[src/design/spcp_pkg.sv]
// Package for the storage path parser: defaults, codes and stream layout.
`timescale 1ns / 1ps
package spcp_pkg;

  // Default sizes of the bus name, directory names and directory count.
  localparam int unsigned BusLenDefault  = 8;
  localparam int unsigned NameLenDefault = 256;
  localparam int unsigned MaxDirsDefault = 16;

  // Register reset values.
  localparam logic [7:0] DelimReset    = 8'd47;
  localparam logic [3:0] MaxDriveReset = 4'd9;
  localparam logic [3:0] MaxVolReset   = 4'd9;

  // Register indexes (byte address is four times the index).
  localparam logic [1:0] REG_DELIM     = 2'd0;
  localparam logic [1:0] REG_MAX_DRIVE = 2'd1;
  localparam logic [1:0] REG_MAX_VOL   = 2'd2;

  // Error codes.
  localparam logic [3:0] ERR_NONE     = 4'd0;
  localparam logic [3:0] ERR_NO_BEGIN = 4'd1;
  localparam logic [3:0] ERR_DRIVE    = 4'd2;
  localparam logic [3:0] ERR_VOLUME   = 4'd3;
  localparam logic [3:0] ERR_BAD_CHAR = 4'd4;
  localparam logic [3:0] ERR_TOO_LONG = 4'd5;
  localparam logic [3:0] ERR_NO_ROOT  = 4'd6;
  localparam logic [3:0] ERR_BUS      = 4'd7;
  localparam logic [3:0] ERR_TOO_MANY = 4'd8;

  // Character kinds carried on the output tuser.
  localparam logic [1:0] KIND_NONE = 2'd0;
  localparam logic [1:0] KIND_BUS  = 2'd1;
  localparam logic [1:0] KIND_NAME = 2'd2;

  // Output tdata layout.
  localparam int unsigned OutDataW = 40;
  localparam int unsigned ErrLsb   = 31;

  // Character constants.
  localparam logic [7:0] ChZero  = 8'h30;
  localparam logic [7:0] ChNine  = 8'h39;
  localparam logic [7:0] ChDot   = 8'h2E;
  localparam logic [7:0] ChUnder = 8'h5F;
  localparam logic [7:0] ChMinus = 8'h2D;
  localparam logic [7:0] ChSpace = 8'h20;
  localparam logic [7:0] ChUpA   = 8'h41;
  localparam logic [7:0] ChUpZ   = 8'h5A;
  localparam logic [7:0] ChLoA   = 8'h61;
  localparam logic [7:0] ChLoZ   = 8'h7A;

endpackage

[src/design/storage_path_char_parser.sv]
// Storage path parser: one result word for each accepted input word.
// Throughput one word per cycle while the consumer does not stall the result register.
// Each character goes through an input register, then one pass of parse logic into the
// result register, which also updates the per-path state held beside it.
// rst_ni is asynchronous and active low; it clears the parse state, empties both
// registers and loads the register defaults (slash delimiter, drive and volume limits 9).
`timescale 1ns / 1ps
module storage_path_char_parser #(
  parameter int unsigned BUS_LEN  = spcp_pkg::BusLenDefault,
  parameter int unsigned NAME_LEN = spcp_pkg::NameLenDefault,
  parameter int unsigned MAX_DIRS = spcp_pkg::MaxDirsDefault
) (
  input  logic        clk_i,
  input  logic        rst_ni,
  // Input stream
  input  logic        s_axis_tvalid,
  output logic        s_axis_tready,
  input  logic [7:0]  s_axis_tdata,   // [7:0] ch
  input  logic        s_axis_tlast,   // last_char
  // Result stream
  output logic        m_axis_tvalid,
  input  logic        m_axis_tready,
  // [7:0] out_char, [10:8] bus_pos, [14:11] dir_index, [22:15] name_pos,
  // [26:23] drive_num, [30:27] volume_num, [34:31] error_code, [39:35] zero
  output logic [spcp_pkg::OutDataW-1:0] m_axis_tdata,
  output logic [1:0]  m_axis_tuser,   // [1:0] char_kind
  output logic        m_axis_tlast,   // path_done
  // Configuration port
  input  logic        psel,
  input  logic        penable,
  input  logic        pwrite,
  input  logic [3:0]  paddr,
  input  logic [31:0] pwdata,
  output logic [31:0] prdata,
  output logic        pready
);

  // Counter widths follow from the limits they must reach.
  localparam int unsigned BusCw  = (BUS_LEN > 0) ? $clog2(BUS_LEN + 1) : 1;
  localparam int unsigned NameCw = (NAME_LEN > 2) ? $clog2(NAME_LEN) : 1;
  localparam int unsigned DirCw  = $clog2(MAX_DIRS + 1);

  typedef enum logic [2:0] {
    PH_BEGIN,
    PH_BUS,
    PH_DRIVE,
    PH_SEP,
    PH_VOLUME,
    PH_ROOT,
    PH_NAMES
  } phase_e;

  // ---------------------------------------------------------------------------
  // Configuration registers. Writes land on the access cycle of an APB write;
  // the decode uses the word index and ignores the byte offset.
  // ---------------------------------------------------------------------------
  logic [7:0] delim_q;
  logic [3:0] max_drive_q;
  logic [3:0] max_vol_q;
  logic       cfg_wr;

  assign pready = 1'b1;
  assign cfg_wr = psel & penable & pwrite & pready;

  always_ff @(posedge clk_i or negedge rst_ni) begin
    if (!rst_ni) begin
      delim_q     <= spcp_pkg::DelimReset;
      max_drive_q <= spcp_pkg::MaxDriveReset;
      max_vol_q   <= spcp_pkg::MaxVolReset;
    end else if (cfg_wr) begin
      unique case (paddr[3:2])
        spcp_pkg::REG_DELIM:     delim_q     <= pwdata[7:0];
        spcp_pkg::REG_MAX_DRIVE: max_drive_q <= pwdata[3:0];
        spcp_pkg::REG_MAX_VOL:   max_vol_q   <= pwdata[3:0];
        default: ;
      endcase
    end
  end

  always_comb begin
    unique case (paddr[3:2])
      spcp_pkg::REG_DELIM:     prdata = {24'd0, delim_q};
      spcp_pkg::REG_MAX_DRIVE: prdata = {28'd0, max_drive_q};
      spcp_pkg::REG_MAX_VOL:   prdata = {28'd0, max_vol_q};
      default:                 prdata = 32'd0;
    endcase
  end

  // ---------------------------------------------------------------------------
  // Pipeline control. The result register advances whenever it is empty or
  // its word is being taken; the input register refills whenever it is empty
  // or moving on, so a stalled consumer holds both words in place.
  // ---------------------------------------------------------------------------
  logic       in_vld_q;
  logic [7:0] ch_q;
  logic       last_q;
  logic       out_vld_q;
  logic       adv;
  logic       step;

  assign adv           = !out_vld_q || m_axis_tready;
  assign s_axis_tready = !in_vld_q || adv;
  assign step          = adv && in_vld_q;

  always_ff @(posedge clk_i or negedge rst_ni) begin
    if (!rst_ni) begin
      in_vld_q <= 1'b0;
    end else if (s_axis_tready) begin
      in_vld_q <= s_axis_tvalid;
    end
  end

  always_ff @(posedge clk_i) begin
    if (s_axis_tready && s_axis_tvalid) begin
      ch_q   <= s_axis_tdata;
      last_q <= s_axis_tlast;
    end
  end

  // ---------------------------------------------------------------------------
  // Per-path parse state.
  // ---------------------------------------------------------------------------
  phase_e            phase_q, phase_d;
  logic [BusCw-1:0]  bus_cnt_q, bus_cnt_d;
  logic [NameCw-1:0] name_cnt_q, name_cnt_d;
  logic [DirCw-1:0]  dir_cnt_q, dir_cnt_d;
  logic [3:0]        drive_q, drive_d;
  logic [3:0]        vol_q, vol_d;
  logic [3:0]        err_q, err_d;

  // Result fields computed in the parse pass.
  logic [1:0]  kind;
  logic [7:0]  och;
  logic [2:0]  bpos;
  logic [3:0]  dpos;
  logic [7:0]  npos;
  logic [3:0]  err_step;
  logic [3:0]  err_out;
  logic        is_delim;
  logic        is_digit;
  logic [31:0] bus_ext;
  logic [31:0] name_ext;
  logic [31:0] dir_ext;

  // Allowed name characters: letters, digits, dot, underscore, minus, space.
  function automatic logic name_char_ok(input logic [7:0] c);
    name_char_ok = (c >= spcp_pkg::ChZero && c <= spcp_pkg::ChNine) ||
                   (c >= spcp_pkg::ChUpA  && c <= spcp_pkg::ChUpZ)  ||
                   (c >= spcp_pkg::ChLoA  && c <= spcp_pkg::ChLoZ)  ||
                   c == spcp_pkg::ChDot   || c == spcp_pkg::ChUnder ||
                   c == spcp_pkg::ChMinus || c == spcp_pkg::ChSpace;
  endfunction

  assign is_delim = (ch_q == delim_q);
  // For a decimal digit the value is simply the low nibble of the code.
  assign is_digit = (ch_q >= spcp_pkg::ChZero) && (ch_q <= spcp_pkg::ChNine);

  assign bus_ext  = 32'(bus_cnt_q);
  assign name_ext = 32'(name_cnt_q);
  assign dir_ext  = 32'(dir_cnt_q);

  always_comb begin
    phase_d    = phase_q;
    bus_cnt_d  = bus_cnt_q;
    name_cnt_d = name_cnt_q;
    dir_cnt_d  = dir_cnt_q;
    drive_d    = drive_q;
    vol_d      = vol_q;
    kind       = spcp_pkg::KIND_NONE;
    och        = 8'd0;
    bpos       = 3'd0;
    dpos       = 4'd0;
    npos       = 8'd0;
    err_step   = spcp_pkg::ERR_NONE;

    // While an error is pending every character is swallowed until the last one.
    if (err_q == spcp_pkg::ERR_NONE) begin
      unique case (phase_q)
        PH_BEGIN: begin
          if (is_delim) phase_d = PH_BUS;
          else          err_step = spcp_pkg::ERR_NO_BEGIN;
        end
        PH_BUS: begin
          if (is_delim) begin
            phase_d = PH_DRIVE;
          end else if (bus_cnt_q >= BusCw'(BUS_LEN)) begin
            // Bus name would overflow its buffer.
            err_step = spcp_pkg::ERR_BUS;
          end else begin
            kind      = spcp_pkg::KIND_BUS;
            och       = ch_q;
            bpos      = bus_ext[2:0];
            bus_cnt_d = bus_cnt_q + BusCw'(1);
          end
        end
        PH_DRIVE: begin
          if (is_digit && ch_q[3:0] <= max_drive_q) begin
            drive_d = ch_q[3:0];
            phase_d = PH_SEP;
          end else begin
            err_step = spcp_pkg::ERR_DRIVE;
          end
        end
        PH_SEP: begin
          if (is_delim) phase_d = PH_VOLUME;
          else          err_step = spcp_pkg::ERR_VOLUME;
        end
        PH_VOLUME: begin
          if (is_digit && ch_q[3:0] <= max_vol_q) begin
            vol_d   = ch_q[3:0];
            phase_d = PH_ROOT;
          end else begin
            err_step = spcp_pkg::ERR_VOLUME;
          end
        end
        PH_ROOT: begin
          if (is_delim) phase_d = PH_NAMES;
          else          err_step = spcp_pkg::ERR_NO_ROOT;
        end
        default: begin
          // Directory and file names. A delimiter closes a non-empty name;
          // runs of delimiters are skipped.
          if (is_delim) begin
            if (name_cnt_q != '0) begin
              name_cnt_d = '0;
              if (dir_cnt_q < DirCw'(MAX_DIRS)) dir_cnt_d = dir_cnt_q + DirCw'(1);
            end
          end else if (name_cnt_q >= NameCw'(NAME_LEN - 1)) begin
            err_step = spcp_pkg::ERR_TOO_LONG;
          end else if (!name_char_ok(ch_q)) begin
            err_step = spcp_pkg::ERR_BAD_CHAR;
          end else if (dir_cnt_q >= DirCw'(MAX_DIRS)) begin
            err_step = spcp_pkg::ERR_TOO_MANY;
          end else begin
            kind       = spcp_pkg::KIND_NAME;
            och        = ch_q;
            dpos       = dir_ext[3:0];
            npos       = name_ext[7:0];
            name_cnt_d = name_cnt_q + NameCw'(1);
          end
        end
      endcase
      err_d = err_step;
    end else begin
      err_d = err_q;
    end

    // A path that ends before the names reports the field it was waiting for.
    err_out = err_d;
    if (last_q && err_d == spcp_pkg::ERR_NONE) begin
      unique case (phase_d)
        PH_BEGIN:  err_out = spcp_pkg::ERR_NO_BEGIN;
        PH_BUS:    err_out = spcp_pkg::ERR_BUS;
        PH_DRIVE:  err_out = spcp_pkg::ERR_DRIVE;
        PH_SEP:    err_out = spcp_pkg::ERR_VOLUME;
        PH_VOLUME: err_out = spcp_pkg::ERR_VOLUME;
        PH_ROOT:   err_out = spcp_pkg::ERR_NO_ROOT;
        default:   err_out = spcp_pkg::ERR_NONE;
      endcase
    end
  end

  // State update. The last character of a path returns everything to the start.
  always_ff @(posedge clk_i or negedge rst_ni) begin
    if (!rst_ni) begin
      phase_q    <= PH_BEGIN;
      bus_cnt_q  <= '0;
      name_cnt_q <= '0;
      dir_cnt_q  <= '0;
      drive_q    <= 4'd0;
      vol_q      <= 4'd0;
      err_q      <= spcp_pkg::ERR_NONE;
    end else if (step) begin
      if (last_q) begin
        phase_q    <= PH_BEGIN;
        bus_cnt_q  <= '0;
        name_cnt_q <= '0;
        dir_cnt_q  <= '0;
        drive_q    <= 4'd0;
        vol_q      <= 4'd0;
        err_q      <= spcp_pkg::ERR_NONE;
      end else begin
        phase_q    <= phase_d;
        bus_cnt_q  <= bus_cnt_d;
        name_cnt_q <= name_cnt_d;
        dir_cnt_q  <= dir_cnt_d;
        drive_q    <= drive_d;
        vol_q      <= vol_d;
        err_q      <= err_d;
      end
    end
  end

  // ---------------------------------------------------------------------------
  // Result register. The drive and volume fields show the values after the
  // step, before the end-of-path clear.
  // ---------------------------------------------------------------------------
  logic [spcp_pkg::OutDataW-1:0] out_data_q;
  logic [1:0]                    out_kind_q;
  logic                          out_last_q;

  always_ff @(posedge clk_i or negedge rst_ni) begin
    if (!rst_ni) begin
      out_vld_q <= 1'b0;
    end else if (adv) begin
      out_vld_q <= in_vld_q;
    end
  end

  always_ff @(posedge clk_i) begin
    if (step) begin
      out_data_q <= {5'd0, err_out, vol_d, drive_d, npos, dpos, bpos, och};
      out_kind_q <= kind;
      out_last_q <= last_q;
    end
  end

  assign m_axis_tvalid = out_vld_q;
  assign m_axis_tdata  = out_data_q;
  assign m_axis_tuser  = out_kind_q;
  assign m_axis_tlast  = out_last_q;

endmodule

[config.mk]
export PLATFORM = sky130hd
export DESIGN_NAME = storage_path_char_parser
export DESIGN_NICKNAME = d
export VERILOG_FILES = /design/src/design/spcp_pkg.sv /design/src/design/storage_path_char_parser.sv
export SDC_FILE = /design/constraint.sdc
export NUM_CORES = 1
export LEC_CHECK = 0
export BUFFER_PORTS_ARGS = -buffer_cell sky130_fd_sc_hd__buf_2
export CELL_PAD_IN_SITES_DETAIL_PLACEMENT = 1
export CELL_PAD_IN_SITES_GLOBAL_PLACEMENT = 2
export CORE_ASPECT_RATIO = 1.25
export CORE_UTILIZATION = 35
export DETAILED_ROUTE_END_ITERATION = 10
export PLACE_DENSITY_LB_ADDON = 0.1
export SYNTH_ARGS = -nofsm -noshare
export SYNTH_HDL_FRONTEND = slang
export SYNTH_SLANG_ARGS = --single-unit
[constraint.sdc]
create_clock -name clk_i -period 5.24 [get_ports clk_i]
set_input_delay 0.524 -clock clk_i [delete_from_list [all_inputs] [get_ports clk_i]]
set_output_delay 0.524 -clock clk_i [all_outputs]
set_load 0.01 [all_outputs]
==> flow_metrics.py <==
metrics = {
    "pwr": {
        "finalPower_w": 0.00200,
        "leakage_nw": 2.50,
        "ir_drop_uv": 150,
        "p_per_area_nw_per_um2": 346,
    },
    "die": {
        "dieArea_um2": 15100,
        "fp.dieW_um": 110,
        "core-area_um2": 14000,
        "pin_count": 130,
        "core.rowCount": 48,
        "fp.dieH_um": 137,
        "initial_core_util": 0.364,
    },
    "worst_setup_path": {
        "required_ns": 5.34,
        "critPathLaunchType": "flop",
        "arrival_ns": 3.48,
        "cp-end-kind": "flop",
        "path_class": "flop to flop",
        "crit_fanout": 12,
    },
    "worst_hold_path": {
        "holdCritPathClass": "input port to async pin",
    },
    "cts": {
        "clock_sinks": 97,
        "clock-root-buffer": "clkbuf_16",
        "path_clk_slew_ns": 0.07,
        "cts_tree": "done",
        "cts-buffers-inserted": 9,
        "post_cts_buffers": 0,
        "cts.htree.levels": 3,
        "clk_path_buf_depth": 2,
        "holdBufCountCts": 0,
        "clk_latency_ns": 0.34,
        "post_cts_resized": 0,
    },
    "synthesis": {
        "synthAdderAreaFrac": 0.0344,
        "yosysMostFrequentCell": "edfxtp_1",
        "ys_ff_latch": 97,
        "synth-simple-area-share": 0.176,
        "synth_commonest_cells": "47 x edfxtp_1, 41 x dfrtp_1, 40 x nand2_1",
        "synth-xor-area-share": 0.0258,
        "syn_inst": 471,
        "ys_types": 67,
        "avgSynthCellArea_um2": 10.8,
        "synthArstFlopShare": 0.515,
        "synthFlopType": "edfxtp_1",
        "yosys-top-cells-area": "edfxtp_1 28%, dfrtp_1 20%, dfstp_2 4.6%, buf_4 4.6%, ha_1 3.4%",
        "yosys_warnings": 0,
        "ys_seq_area_frac": 0.525,
        "synth_top_area_cell": "edfxtp_1",
        "synth.mux.area_fraction": 0.0447,
        "synth_area_um2": 5100,
        "synth_edf_count": 47,
        "synth_top_family_by_area": "simple AND/OR/NAND/NOR gates",
        "synth_top_area_frac": 0.277,
        "synth_compound_area_frac": 0.115,
    },
    "detailed_routing": {
        "wire_per_inst_um": 17.3,
        "dr.pass1.iters": 4,
        "antenna_violating_nets_post_route": 0,
        "post_drt_via_cell_ratio": 5.07,
        "drc": 0,
        "first_iter_violations": 117,
        "vias": 3649,
        "postRouteWirelength_um": 12400,
    },
    "status": {
        "outcome": "complete, no violations",
    },
    "global_route": {
        "grt_start_max_net_pins": 51,
        "grt.total_usage": 0.177,
        "first_global_vias": 3810,
        "overflow": 0,
        "grt_pass1_wl_um": 20000,
        "antenna_found_initial": 0,
    },
    "sta": {
        "worst-slew-pin-transition_ns": 0.774,
        "hold_viol": 0,
        "min_period_over_period": 0.644,
        "finalSetupViolCount": 0,
        "rsz0062_at_grt": "no",
        "fin_tns_setup_ns": 0,
        "max_freq_mhz": 296,
        "max-slew-margin-rel": 0.483,
        "drv_slew": 0,
        "period_needed_ns": 3.38,
        "fin_skew_ns": 0.00896,
    },
    "cells_and_area": {
        "fillers": 1582,
        "syn_to_final_growth_pct": 13.5,
        "drive_gt1_frac": 0.237,
        "nets": 606,
        "diodes": 0,
    },
    "place": {
        "portBuffers": 73,
        "globalplace.congestion": 0.811,
        "post-dp-hpwl_um": 9260,
    },
    "job": {
        "drv_cap": 0,
    },
}
[sequential cells by signal, indices dropped and copies added, names as in the netlist]
name           cells
err_q              4
m_axis_tvalid      1
m_axis_tlast       1
delim_q            8
phase_q            3
in_vld_q           1
ch_q               8
drive_q            4
dir_cnt_q          5
vol_q              4
m_axis_tdata      35
m_axis_tuser       2
max_drive_q        4
name_cnt_q         8
bus_cnt_q          4
last_q             1
max_vol_q          4
[metrics by stage]
| step | util | hold slack, ns | cell area (um^2) | std cells | setup WS, ns |
|---|---|---|---|---|---|
| 6_report | 0.413 | 0.313 | 5790 | 720 | 1.86 |
| 5_1_grt | 0.413 | 0.338 | 5790 | 720 | 1.68 |
| 4_1_cts | 0.413 | 0.344 | 5790 | 720 | 1.84 |
| 3_5_place_dp | 0.392 | 0.490 | 5490 | 704 | 1.87 |
| 3_3_place_gp | 0.392 | 0.466 | 5490 | 704 | 1.88 |
| 2_1_floorplan | - | 0.228 | 5200 | 499 | 2.47 |
[layer usage]
layer | track usage | up-vias | part of all wire
li1 | - | 1757 | -
met1 | 0.211 | 1799 | 0.42
met2 | 0.323 | 80 | 0.54
met3 | 0.0300 | 13 | 0.028
met4 | 0.0496 | 0 | 0.013
met5 | 0 | - | 0
[cell type report]
type	instances	area, um^2	area share
clock buffer	10	229	0.0396
inverter	18	67.6	0.0117
timing repair buffer	77	395	0.0683
multi-input combinational	337	2130	0.369
sequential	97	2670	0.462
clock inverter	6	68.8	0.0119
tap	175	219	0.0378
[layout by cell type (no fill, tap or decap), drive strengths merged, types with 4 or more instances in the layout]
| master | Yosys | routed |
|---|---|---|
| a21oi | 9 | 9 |
| a22o | 4 | 4 |
| a22oi | 4 | 4 |
| a31oi | 7 | 7 |
| and2 | 26 | 26 |
| and3 | 6 | 6 |
| buf | 34 | 77 |
| clkbuf | 13 | 10 |
| conb | 2 | 30 |
| dfrtp | 41 | 41 |
| dfstp | 9 | 9 |
| edfxtp | 47 | 47 |
| ha | 14 | 14 |
| inv | 18 | 18 |
| mux2 | 14 | 14 |
| mux2i | 7 | 7 |
| nand2 | 40 | 40 |
| nand2b | 4 | 4 |
| nand3 | 10 | 10 |
| nand4 | 8 | 8 |
| nor2 | 35 | 35 |
| nor2b | 4 | 4 |
| nor3 | 12 | 12 |
| nor4 | 4 | 4 |
| o21ai | 34 | 34 |
| xnor2 | 8 | 8 |
| xor2 | 7 | 7 |
[report_power, final]
part | internal, W | switching, W
Sequential | 0.000898 | 0.0000741
Clock | 0.000373 | 0.000299
Combinational | 0.000140 | 0.000219
[worst max-delay path: stages (launching register included)]
cell and delay, ns:
edfxtp_1 0.60, ha_1 0.40, and3b_1 0.18, a2111oi_0 0.62
o21ai_0 0.23, a21bo_2 0.25, a221o_1 0.26, a31oi_1 0.32
a21bo_2 0.27
[worst paths after layout]
path	slack, ns	to	startpoint	cells after the start
min in group clk_i	0.35	ch_q[2]	s_axis_tdata[2]	1
worst max-delay path	1.86	m_axis_tdata[32]	ch_q[2]	8
worst max register to register	1.86	m_axis_tdata[32]	ch_q[2]	8
worst min-delay path	0.31	err_q[2]	rst_ni	2
max in group asynchronous	4.46	m_axis_tvalid	rst_ni	2
worst min register to register	0.51	m_axis_tvalid	in_vld_q	1
[cells by family (layout without fill, tap and decap cells)]
| kind of cell | count (synthesis) | in the layout |
|---|---|---|
| buf+inv | 65 | 111 |
| fa+ha+maj | 14 | 14 |
| compound gates | 86 | 86 |
| flops | 97 | 97 |
| mux | 21 | 21 |
| simple gates | 171 | 171 |
| other cells | 2 | 30 |
| xor+xnor | 15 | 15 |
(Power assumes the default switching activity.)
